### src/rtl/twgg_pkg.sv
`timescale 1ns / 1ps

package twgg_pkg;

  localparam int MOTOR_COUNT      = 6;
  localparam int SINE_TABLE_DEPTH = 256;

  localparam int MOT_W  = $clog2(MOTOR_COUNT);
  localparam int IDX_W  = $clog2(SINE_TABLE_DEPTH);
  localparam int AMP_W  = 15;
  localparam int DIST_W = 15;
  localparam int POS_W  = 16;
  localparam int PH_W   = 16;
  localparam int SIN_W  = 16;
  localparam int CFG_W  = 16;
  localparam int CIDX_W = 3;

  // gain factor (i + 5), then amplitude * factor, then * sine
  localparam int GF_W   = $clog2(MOTOR_COUNT + 5);
  localparam int GAIN_W = AMP_W + GF_W;
  localparam int PROD_W = GAIN_W + SIN_W + 1;
  localparam int N_W    = PROD_W - 15;
  localparam int Q_W    = N_W - 2;
  localparam int WAVE_W = Q_W + 1;
  localparam int SUM_W  = ((WAVE_W > POS_W) ? WAVE_W : POS_W) + 1;

  // divide by 5: multiply by floor(2^24 / 5), one correction step
  localparam int RECIP_W  = 22;
  localparam int RECIP_SH = 24;
  localparam logic [RECIP_W-1:0] RECIP_5 = RECIP_W'((64'd1 << RECIP_SH) / 64'd5);

  localparam logic [PROD_W-1:0] ROUND_HALF = PROD_W'(81920);
  localparam logic signed [18:0] RAD_TO_TURN = 19'sd166886;

  localparam logic [CIDX_W-1:0] REG_WALK_AMP  = 3'd0;
  localparam logic [CIDX_W-1:0] REG_SWIM_AMP  = 3'd1;
  localparam logic [CIDX_W-1:0] REG_PH_STEP   = 3'd2;
  localparam logic [CIDX_W-1:0] REG_SURFACE   = 3'd3;
  localparam logic [CIDX_W-1:0] REG_DIVE      = 3'd4;
  localparam logic [CIDX_W-1:0] REG_POS_MIN   = 3'd5;
  localparam logic [CIDX_W-1:0] REG_POS_MAX   = 3'd6;
  localparam logic [CIDX_W-1:0] REG_AUTO      = 3'd7;

  localparam logic [MOT_W-1:0] LAST_MOTOR = MOT_W'(MOTOR_COUNT - 1);

  typedef struct packed {
    logic             load;
    logic             prep;
    logic             issue;
    logic [MOT_W-1:0] motor;
  } twgg_cmd_t;

  typedef struct packed {
    logic last_done;
  } twgg_status_t;

  function automatic logic signed [SIN_W-1:0] sine_q14(input int unsigned idx);
    logic [63:0] t;
    logic [1:0]  q;
    logic [63:0] r;
    logic [63:0] z;
    logic [63:0] z2;
    logic [63:0] u;
    logic [63:0] w;
    logic [63:0] s;
    logic [63:0] m;
    t  = 64'(idx) << (32 - IDX_W);
    q  = t[31:30];
    r  = {34'd0, t[29:0]};
    z  = q[0] ? (64'd1073741824 - r) : r;
    z2 = (z * z) >> 30;
    u  = 64'd686590538 - ((64'd74859813 * z2) >> 30);
    w  = 64'd1685472549 - ((u * z2) >> 30);
    s  = (w * z) >> 30;
    m  = (s + 64'd32768) >> 16;
    return q[1] ? -SIN_W'(m) : SIN_W'(m);
  endfunction

  function automatic logic [PH_W-1:0] phase_offset(input int unsigned m);
    return PH_W'((64'(m) * 64'd65536) / MOTOR_COUNT);
  endfunction

endpackage

### src/rtl/travelling_wave_gait_generator_top.sv
`timescale 1ns / 1ps
// A new transaction is taken only after the previous result is handed out; the motors
//   go one per cycle through a shared sine table, multiply and divide-by-5 pipeline.
// Input is taken only while idle; the result holds until the output transaction.
// Reset (rst, synchronous, active high): registers to defaults, phase 0, walking,
//   all held targets 0.

module travelling_wave_gait_generator_top import twgg_pkg::*; (
  input  logic                    clk,
  input  logic                    rst,
  input  logic                    cfg_write_en,
  input  logic [CIDX_W-1:0]       cfg_index,
  input  logic [CFG_W-1:0]        cfg_data,
  input  logic                    in_valid,
  output logic                    in_stall,
  input  logic [DIST_W-1:0]       left_distance,
  input  logic [DIST_W-1:0]       right_distance,
  input  logic signed [POS_W-1:0] elevation,
  output logic                    out_valid,
  input  logic                    out_stall,
  output logic signed [POS_W-1:0] motor_pos_0,
  output logic signed [POS_W-1:0] motor_pos_1,
  output logic signed [POS_W-1:0] motor_pos_2,
  output logic signed [POS_W-1:0] motor_pos_3,
  output logic signed [POS_W-1:0] motor_pos_4,
  output logic signed [POS_W-1:0] motor_pos_5,
  output logic                    swimming
);

  twgg_cmd_t               cmd;
  twgg_status_t            status;
  logic signed [POS_W-1:0] held [MOTOR_COUNT];

  twgg_ctrl u_ctrl (
    .clk       (clk),
    .rst       (rst),
    .in_valid  (in_valid),
    .in_stall  (in_stall),
    .out_valid (out_valid),
    .out_stall (out_stall),
    .status    (status),
    .cmd       (cmd)
  );

  twgg_datapath u_datapath (
    .clk            (clk),
    .rst            (rst),
    .cmd            (cmd),
    .status         (status),
    .cfg_write_en   (cfg_write_en),
    .cfg_index      (cfg_index),
    .cfg_data       (cfg_data),
    .left_distance  (left_distance),
    .right_distance (right_distance),
    .elevation      (elevation),
    .held           (held),
    .swim_mode      (swimming)
  );

  assign motor_pos_0 = held[0];
  assign motor_pos_1 = held[1];
  assign motor_pos_2 = held[2];
  assign motor_pos_3 = held[3];
  assign motor_pos_4 = held[4];
  assign motor_pos_5 = held[5];

endmodule

### src/rtl/twgg_ctrl.sv
`timescale 1ns / 1ps

module twgg_ctrl import twgg_pkg::*; (
  input  logic         clk,
  input  logic         rst,
  input  logic         in_valid,
  output logic         in_stall,
  output logic         out_valid,
  input  logic         out_stall,
  input  twgg_status_t status,
  output twgg_cmd_t    cmd
);

  localparam logic [2:0] S_IDLE  = 3'd0;
  localparam logic [2:0] S_PREP  = 3'd1;
  localparam logic [2:0] S_RUN   = 3'd2;
  localparam logic [2:0] S_DRAIN = 3'd3;
  localparam logic [2:0] S_OUT   = 3'd4;

  logic [2:0]       state;
  logic [2:0]       state_next;
  logic [MOT_W-1:0] motor;
  logic [MOT_W-1:0] motor_next;

  assign in_stall  = (state != S_IDLE);
  assign out_valid = (state == S_OUT);

  always_comb begin
    state_next = state;
    motor_next = motor;
    cmd.load   = 1'b0;
    cmd.prep   = 1'b0;
    cmd.issue  = 1'b0;
    cmd.motor  = motor;
    unique case (state)
      S_IDLE: begin
        if (in_valid) begin
          cmd.load   = 1'b1;
          state_next = S_PREP;
        end
      end
      S_PREP: begin
        cmd.prep   = 1'b1;
        motor_next = '0;
        state_next = S_RUN;
      end
      S_RUN: begin
        cmd.issue  = 1'b1;
        motor_next = motor + MOT_W'(1);
        if (motor == LAST_MOTOR) begin
          state_next = S_DRAIN;
        end
      end
      S_DRAIN: begin
        if (status.last_done) begin
          state_next = S_OUT;
        end
      end
      S_OUT: begin
        if (!out_stall) begin
          state_next = S_IDLE;
        end
      end
      default: state_next = S_IDLE;
    endcase
  end

  always_ff @(posedge clk) begin
    if (rst) begin
      state <= S_IDLE;
      motor <= '0;
    end else begin
      state <= state_next;
      motor <= motor_next;
    end
  end

`ifndef ASSERT_OFF
  a_accept_prep: assert property (@(posedge clk) disable iff (rst)
    in_valid && !in_stall |=> state == S_PREP)
    else $error("accepted transaction did not start preparation");

  a_run_end: assert property (@(posedge clk) disable iff (rst)
    state == S_RUN && motor == LAST_MOTOR |=> state == S_DRAIN)
    else $error("issue did not stop after last motor");

  a_done_drain: assert property (@(posedge clk) disable iff (rst)
    status.last_done |-> state == S_DRAIN)
    else $error("last motor finished outside drain");

  a_out_blocks_in: assert property (@(posedge clk) disable iff (rst)
    out_valid |-> in_stall)
    else $error("input taken while result pending");
`endif

endmodule

### src/rtl/twgg_datapath.sv
`timescale 1ns / 1ps

module twgg_datapath import twgg_pkg::*; (
  input  logic                     clk,
  input  logic                     rst,
  input  twgg_cmd_t                cmd,
  output twgg_status_t             status,
  input  logic                     cfg_write_en,
  input  logic [CIDX_W-1:0]        cfg_index,
  input  logic [CFG_W-1:0]         cfg_data,
  input  logic [DIST_W-1:0]        left_distance,
  input  logic [DIST_W-1:0]        right_distance,
  input  logic signed [POS_W-1:0]  elevation,
  output logic signed [POS_W-1:0]  held [MOTOR_COUNT],
  output logic                     swim_mode
);

  // configuration
  logic [AMP_W-1:0]        walk_amp;
  logic [AMP_W-1:0]        swim_amp;
  logic [PH_W-1:0]         phase_step;
  logic signed [POS_W-1:0] surface_level;
  logic signed [POS_W-1:0] dive_level;
  logic signed [POS_W-1:0] pos_min;
  logic signed [POS_W-1:0] pos_max;
  logic                    auto_en;

  always_ff @(posedge clk) begin
    if (rst) begin
      walk_amp      <= AMP_W'(2458);
      swim_amp      <= AMP_W'(4096);
      phase_step    <= PH_W'(2936);
      surface_level <= -POS_W'(12);
      dive_level    <= -POS_W'(61);
      pos_min       <= '0;
      pos_max       <= '0;
      auto_en       <= 1'b1;
    end else if (cfg_write_en) begin
      unique case (cfg_index)
        REG_WALK_AMP: walk_amp      <= cfg_data[AMP_W-1:0];
        REG_SWIM_AMP: swim_amp      <= cfg_data[AMP_W-1:0];
        REG_PH_STEP:  phase_step    <= cfg_data[PH_W-1:0];
        REG_SURFACE:  surface_level <= cfg_data[POS_W-1:0];
        REG_DIVE:     dive_level    <= cfg_data[POS_W-1:0];
        REG_POS_MIN:  pos_min       <= cfg_data[POS_W-1:0];
        REG_POS_MAX:  pos_max       <= cfg_data[POS_W-1:0];
        REG_AUTO:     auto_en       <= cfg_data[0];
        default:      ;
      endcase
    end
  end

  // captured inputs
  logic [DIST_W-1:0]        left_r;
  logic [DIST_W-1:0]        right_r;
  logic signed [POS_W-1:0]  elev_r;
  logic signed [POS_W-1:0]  steer;
  logic [PH_W-1:0]          phase;

  always_ff @(posedge clk) begin
    if (cmd.load) begin
      left_r  <= left_distance;
      right_r <= right_distance;
      elev_r  <= elevation;
    end
  end

  // phase step and gait switch
  logic signed [34:0] reload_prod;
  logic [PH_W-1:0]    phase_stepped;

  assign reload_prod   = 35'(held[MOTOR_COUNT-1]) * 35'(RAD_TO_TURN) + 35'sd32768;
  assign phase_stepped = phase - phase_step;

  always_ff @(posedge clk) begin
    if (rst) begin
      phase     <= '0;
      swim_mode <= 1'b0;
    end else if (cmd.prep && auto_en) begin
      if (swim_mode && (elev_r > surface_level)) begin
        swim_mode <= 1'b0;
        phase     <= reload_prod[31:16];
      end else begin
        phase <= phase_stepped;
        if (!swim_mode && (elev_r < dive_level)) begin
          swim_mode <= 1'b1;
        end
      end
    end
  end

  always_ff @(posedge clk) begin
    if (cmd.prep) begin
      steer <= POS_W'($signed({1'b0, right_r}) - $signed({1'b0, left_r}));
    end
  end

  // constant tables
  logic signed [SIN_W-1:0] sine_rom [SINE_TABLE_DEPTH];
  logic [PH_W-1:0]         offset_rom [MOTOR_COUNT];

  for (genvar g = 0; g < SINE_TABLE_DEPTH; g++) begin : g_sine
    assign sine_rom[g] = sine_q14(g);
  end

  for (genvar g = 0; g < MOTOR_COUNT; g++) begin : g_offset
    assign offset_rom[g] = phase_offset(g);
  end

  // stage 1: table lookup and gain
  logic [PH_W-1:0]   mot_phase;
  logic [AMP_W-1:0]  amp_sel;
  logic [GF_W-1:0]   gain_factor;

  assign mot_phase   = phase + offset_rom[cmd.motor];
  assign amp_sel     = swim_mode ? swim_amp : walk_amp;
  assign gain_factor = GF_W'(cmd.motor) + GF_W'(5);

  logic                    s1_valid;
  logic [MOT_W-1:0]        s1_mot;
  logic signed [SIN_W-1:0] s1_sin;
  logic [GAIN_W-1:0]       s1_gain;

  always_ff @(posedge clk) begin
    s1_mot  <= cmd.motor;
    s1_sin  <= sine_rom[mot_phase[PH_W-1 -: IDX_W]];
    s1_gain <= GAIN_W'(amp_sel * gain_factor);
  end

  // stage 2: wave product
  logic                     s2_valid;
  logic [MOT_W-1:0]         s2_mot;
  logic signed [PROD_W-1:0] s2_prod;

  always_ff @(posedge clk) begin
    s2_mot  <= s1_mot;
    s2_prod <= $signed({1'b0, s1_gain}) * s1_sin;
  end

  // stage 3: magnitude, round, divide by 32768
  logic [PROD_W-1:0] mag;
  logic [PROD_W-1:0] mag_rnd;

  assign mag     = s2_prod[PROD_W-1] ? PROD_W'(-s2_prod) : PROD_W'(s2_prod);
  assign mag_rnd = mag + ROUND_HALF;

  logic             s3_valid;
  logic [MOT_W-1:0] s3_mot;
  logic             s3_neg;
  logic [N_W-1:0]   s3_n;

  always_ff @(posedge clk) begin
    s3_mot <= s2_mot;
    s3_neg <= s2_prod[PROD_W-1];
    s3_n   <= mag_rnd[PROD_W-1:15];
  end

  // stage 4: reciprocal estimate of n / 5
  logic [N_W+RECIP_W-1:0] recip_prod;

  assign recip_prod = (N_W + RECIP_W)'(s3_n) * (N_W + RECIP_W)'(RECIP_5);

  logic             s4_valid;
  logic [MOT_W-1:0] s4_mot;
  logic             s4_neg;
  logic [N_W-1:0]   s4_n;
  logic [Q_W-1:0]   s4_q0;

  always_ff @(posedge clk) begin
    s4_mot <= s3_mot;
    s4_neg <= s3_neg;
    s4_n   <= s3_n;
    s4_q0  <= recip_prod[RECIP_SH +: Q_W];
  end

  // stage 5: correction and sign
  logic [N_W-1:0] five_q;
  logic [N_W-1:0] rem;
  logic [Q_W-1:0] quot;

  assign five_q = (N_W'(s4_q0) << 2) + N_W'(s4_q0);
  assign rem    = s4_n - five_q;
  assign quot   = (rem >= N_W'(5)) ? (s4_q0 + Q_W'(1)) : s4_q0;

  logic                     s5_valid;
  logic [MOT_W-1:0]         s5_mot;
  logic signed [WAVE_W-1:0] s5_wave;

  always_ff @(posedge clk) begin
    s5_mot  <= s4_mot;
    s5_wave <= s4_neg ? -$signed({1'b0, quot}) : $signed({1'b0, quot});
  end

  always_ff @(posedge clk) begin
    if (rst) begin
      s1_valid <= 1'b0;
      s2_valid <= 1'b0;
      s3_valid <= 1'b0;
      s4_valid <= 1'b0;
      s5_valid <= 1'b0;
    end else begin
      s1_valid <= cmd.issue;
      s2_valid <= s1_valid;
      s3_valid <= s2_valid;
      s4_valid <= s3_valid;
      s5_valid <= s4_valid;
    end
  end

  // stage 6: steer and saturate (or keep the held value when auto is off), clamp, store
  logic signed [SUM_W-1:0] sum;
  logic signed [POS_W-1:0] sat;
  logic signed [POS_W-1:0] src;
  logic signed [POS_W-1:0] clamped;
  logic                    clamp_on;

  assign sum      = SUM_W'(s5_wave) + SUM_W'(steer);
  assign clamp_on = !(pos_min > pos_max) && !((pos_min == '0) && (pos_max == '0));

  always_comb begin
    if (sum > SUM_W'(32767)) begin
      sat = POS_W'(32767);
    end else if (sum < -SUM_W'(32768)) begin
      sat = POS_W'(-32768);
    end else begin
      sat = sum[POS_W-1:0];
    end
    src = auto_en ? sat : held[s5_mot];
    if (clamp_on && (src < pos_min)) begin
      clamped = pos_min;
    end else if (clamp_on && (src > pos_max)) begin
      clamped = pos_max;
    end else begin
      clamped = src;
    end
  end

  always_ff @(posedge clk) begin
    if (rst) begin
      for (int i = 0; i < MOTOR_COUNT; i++) begin
        held[i] <= '0;
      end
    end else if (s5_valid) begin
      held[s5_mot] <= clamped;
    end
  end

  assign status.last_done = s5_valid && (s5_mot == LAST_MOTOR);

endmodule

### config.mk
export PLATFORM = sky130hd
export DESIGN_NAME = travelling_wave_gait_generator_top
export DESIGN_NICKNAME = d
export VERILOG_FILES = /design/src/rtl/twgg_pkg.sv /design/src/rtl/travelling_wave_gait_generator_top.sv /design/src/rtl/twgg_ctrl.sv /design/src/rtl/twgg_datapath.sv
export SDC_FILE = /design/constraint.sdc
export NUM_CORES = 2
export LEC_CHECK = 0
export BUFFER_PORTS_ARGS = -buffer_cell sky130_fd_sc_hd__buf_2
export CORE_MARGIN = 5
export CORE_UTILIZATION = 43
export CTS_CLUSTER_SIZE = 24
export DETAILED_ROUTE_END_ITERATION = 8
export HOLD_SLACK_MARGIN = 0.08
export SYNTH_ARGS = -nofsm -noshare
export SYNTH_HDL_FRONTEND = slang
export SYNTH_SLANG_ARGS = --single-unit
### constraint.sdc
create_clock -name clk -period 9.5 [get_ports clk]
set_input_delay 0 -clock clk [delete_from_list [all_inputs] [get_ports clk]]
set_output_delay 0 -clock clk [all_outputs]
set_load 0.1 [all_outputs]
==> summary.md <==
| Metric | Value |
|---|---|
| GP Congestion | `0.978` |
| Die Wd | `355 µm` |
| Synth top area share | `18.1%` |
| Routed Antenna Nets | `0` |
| Slew margin rel. | `12.5%` |
| Max-slew violations | `0` |
| Total CTS buffers | `55` |
| Number of synthesized flops with an enable pin | `62` |
| Pin count of the biggest net entering global routing | `154` |
| Layout Utilization | `47.9%` |
| Final WL | `around 160,000 µm` |
| DRT iter0 DRCs | `3,937` |
| Prevailing post-synth register cell | `dfxtp_1` |
| CP startpoint | `u_datapath.held[4]` |
| Outcome | `finished clean` |
| Placed insts | `7,552` |
| WL/cell | `20.2 µm` |
| Vias in the first global route | `43,700` |
| Final Hold Vio Count | `0` |
| CTS-repair resized insts | `0` |
| Finished Layout Cells | `~7,800` |
| Min-delay src | `cfg_data[2]` |
| CTS clk-pin slew, worst paths | `60 ps` |
| Max Cap Violations | `0` |
| R2r setup slk | `approximately 1700 ps` |
| RSZ-0062 raised after global routing | `no` |
| Layout area overhead | `10.3%` |
| Number of remaining DRC errors | `0` |
| Starting Density | `43.4%` |
| Kind of critical path | `reg2reg` |
| Flops & latches, synth | `466` |
| Post-CTS Hold Fix Bufs | `121` |
| First-pass GRT wire length | `248,000 µm` |
| Net count of the mapped netlist | `7,259` |
| Initial antenna violation count | `4` |
| DP HPWL | `118,000 µm` |
| Tmin final | `7810 ps` |
| Crit-path max FO | `9` |
| Share of post-route cells with drive strength above 1 | `6.83%` |
| Total congestion overflow | `0` |
| Post-synthesis sequential area ratio | `between 15 and 20%` |
| CTS root buf | `clkbuf_16` |
| Seq. cell area | `9950 µm²` |
| Cell count after synthesis | `6,088` |
| Cell Area, Synth | `51,300 µm²` |
| Via Count | `43,900` |
| Final worst path period share | `roughly 80%` |
| Setup violations, final | `0` |
| Worst Setup EP | `u_datapath.phase[15]` |
| Worst Skew | `39.9 ps` |
| Post-CTS Setup Repair Bufs | `0` |
| Core Area | `about 120,000 µm²` |
| CTS tree | `done` |
| Cell variety after synth | `99` |
| Startpoint types | `flop` |
| Setup TNS | `0 ps` |
| Row count | `around 130` |
| Mean area per synthesized cell | `~8.4 µm²` |
| Vias per inst | `between 5 and 6` |
| Worst Tran Pin Value | `1310 ps` |
| Cell taking the most area after synthesis | `fa_1` |
| Fillers | `11,400` |
| Critical Path End Type | `flop` |
| WP data arrival | `approximately 8300 ps` |
| Worst Reg-to-Reg Cells | `27` |
| CTS sink count | `466` |
| Min-delay worst type | `in2reg` |
| Fmax | `128 MHz` |
| Max H-tree Level | `2` |
| Global Route Usage Sum | `24.3%` |
| Top post-synthesis cells by area | `fa_1 18%, dfxtp_1 16%, ha_1 16%, inv_1 6.0%, nand2_1 4.7%` |
| Diodes inserted | `0` |
| Die Y | `355 µm` |
| First-pass detailed-route iteration total | `6` |
| IO buf count | `168` |
| Skew-Pair Late Insertion Delay | `660 ps` |
| Post-synthesis async set-or-reset flop share | `0%` |
| Die outline area | `approximately 130,000 µm²` |
| Worst EP required | `9980 ps` |
| Synth warnings | `0` |
| Area of the multi-input gates | `37,200 µm²` |
| I/O pin count | `169` |
| Nets | `7,365` |
| Clk buf depth | `3` |
| Reg-to-reg endpoint | `u_datapath.phase[15]` |
| Worst R2R Start | `u_datapath.held[4]` |
worst min-delay path by stage:
stage	to	slack [ps]	depth (start not counted)
after global routing	u_ctrl.state[2]	220	4
after detailed placement	u_datapath.right_r[6]	180	1
after CTS	u_ctrl.state[2]	180	4
final	u_datapath.pos_min[2]	230	4
after floorplan	u_datapath.elev_r[0]	100	0
after global placement	u_datapath.left_r[14]	180	1
metal layers:
metal	up-vias	global-route usage, %	wire length (µm)
li1	20800	-	-
met1	21200	33.3	69500
met2	1530	39.7	71500
met3	293	3.67	10600
met4	2	7.92	5410
met5	-	0	12
Yosys cell counts (29+ instances only):
cell type	number
a211oi_1	41
a21o_1	73
a21oi_1	340
a31oi_1	41
and2_1	121
buf_1	29
clkbuf_1	257
dfxtp_1	404
edfxtp_1	62
fa_1	465
ha_1	636
inv_1	818
mux2i_1	65
nand2_1	637
nand2b_1	79
nand3_1	103
nand3b_1	92
nand4_1	32
nor2_1	421
nor2b_1	39
nor3_1	93
o211ai_1	37
o21a_1	74
o21ai_0	309
o311ai_1	55
or2_2	65
xnor2_1	161
xor2_1	51
registers in the layout (all words and copies together), names as in the netlist, 19 cells and up:
| signal | flops |
|---|---|
| u_datapath.held | 96 |
| u_datapath.s2_prod | 36 |
| u_datapath.s5_wave | 20 |
| u_datapath.s4_n | 21 |
| u_datapath.s4_q0 | 19 |
| u_datapath.s3_n | 21 |
| u_datapath.s1_gain | 19 |
cell type report:
cell class              count  area share [%]
repair buffers            346            4.39
flip-flops and latches    466            17.6
multi-input cells        4501            65.8
inverters                 824            5.47
well taps                1536            3.40
clock inverters            30           0.703
clock buffers              72            2.69
metrics by stage:
step | hold WS [ps] | worst slack (ps) | instance area, µm²
final | 235 | 1690 | 56600
after global routing | 217 | 1090 | 56600
after CTS | 185 | 1700 | 56600
after detailed placement | 178 | 1690 | 53500
after global placement | 177 | 1830 | 53500
after floorplan | 98.9 | 2290 | 51300
critical path, stage by stage, from the launching register on:
cell	delay (ps)
dfxtp_1	440
fa_1	670
inv_1	80
fa_1	540
inv_1	50
fa_1	450
ha_1	280
inv_1	50
fa_1	540
inv_1	60
fa_1	470
ha_1	220
nor4_1	230
nand2_1	80
o21ai_0	530
a21boi_0	240
nor2_1	160
xnor2_1	130
ha_1	210
nand2_1	70
a211oi_1	600
nand2_1	110
nor4_1	440
nand4_1	220
nor4_1	330
xnor3_1	280
nand2_1	80
a311oi_1	70
cells by family (layout without fill, tap and decap cells):
kind of cell             after synthesis  in the layout  synth area share (%)
AND/OR/NAND/NOR                     1818           1818                  17.1
AO/OA/AOI/OAI                       1295           1295                  16.5
buffers and inverters               1121           1272                  8.27
adder cells (fa/ha/maj)             1104           1104                  33.7
flip-flops                           466            466                  19.4
XOR/XNOR                             213            213                  3.66
multiplexers                          71             71                  1.42
cells in the final DEF, fill, tap and decap left out, drive strengths merged, types with 27 or more instances in the layout:
cell | synthesis | final
and2 | 122 | 122
mux2i | 65 | 65
or2 | 66 | 66
xor2 | 51 | 51
dfxtp | 404 | 404
nor2 | 422 | 422
inv | 820 | 824
buf | 40 | 225
nand3b | 92 | 92
a21boi | 27 | 27
nand2b | 79 | 79
xnor2 | 161 | 161
o211ai | 38 | 38
or3 | 27 | 27
nand2 | 637 | 637
nand3 | 103 | 103
a21oi | 342 | 342
dlygate4sd3 | 0 | 121
ha | 636 | 636
nor2b | 39 | 39
nand4 | 33 | 33
edfxtp | 62 | 62
o21a | 74 | 74
nor4 | 27 | 27
nor3 | 93 | 93
a21o | 73 | 73
fa | 465 | 465
o21ai | 317 | 317
clkbuf | 257 | 72
a31oi | 41 | 41
a211oi | 42 | 42
o311ai | 67 | 67
Power is left out: the tool's default activity adds up to more than one toggle a clock period on the data nets, which glitch-free logic cannot reach.
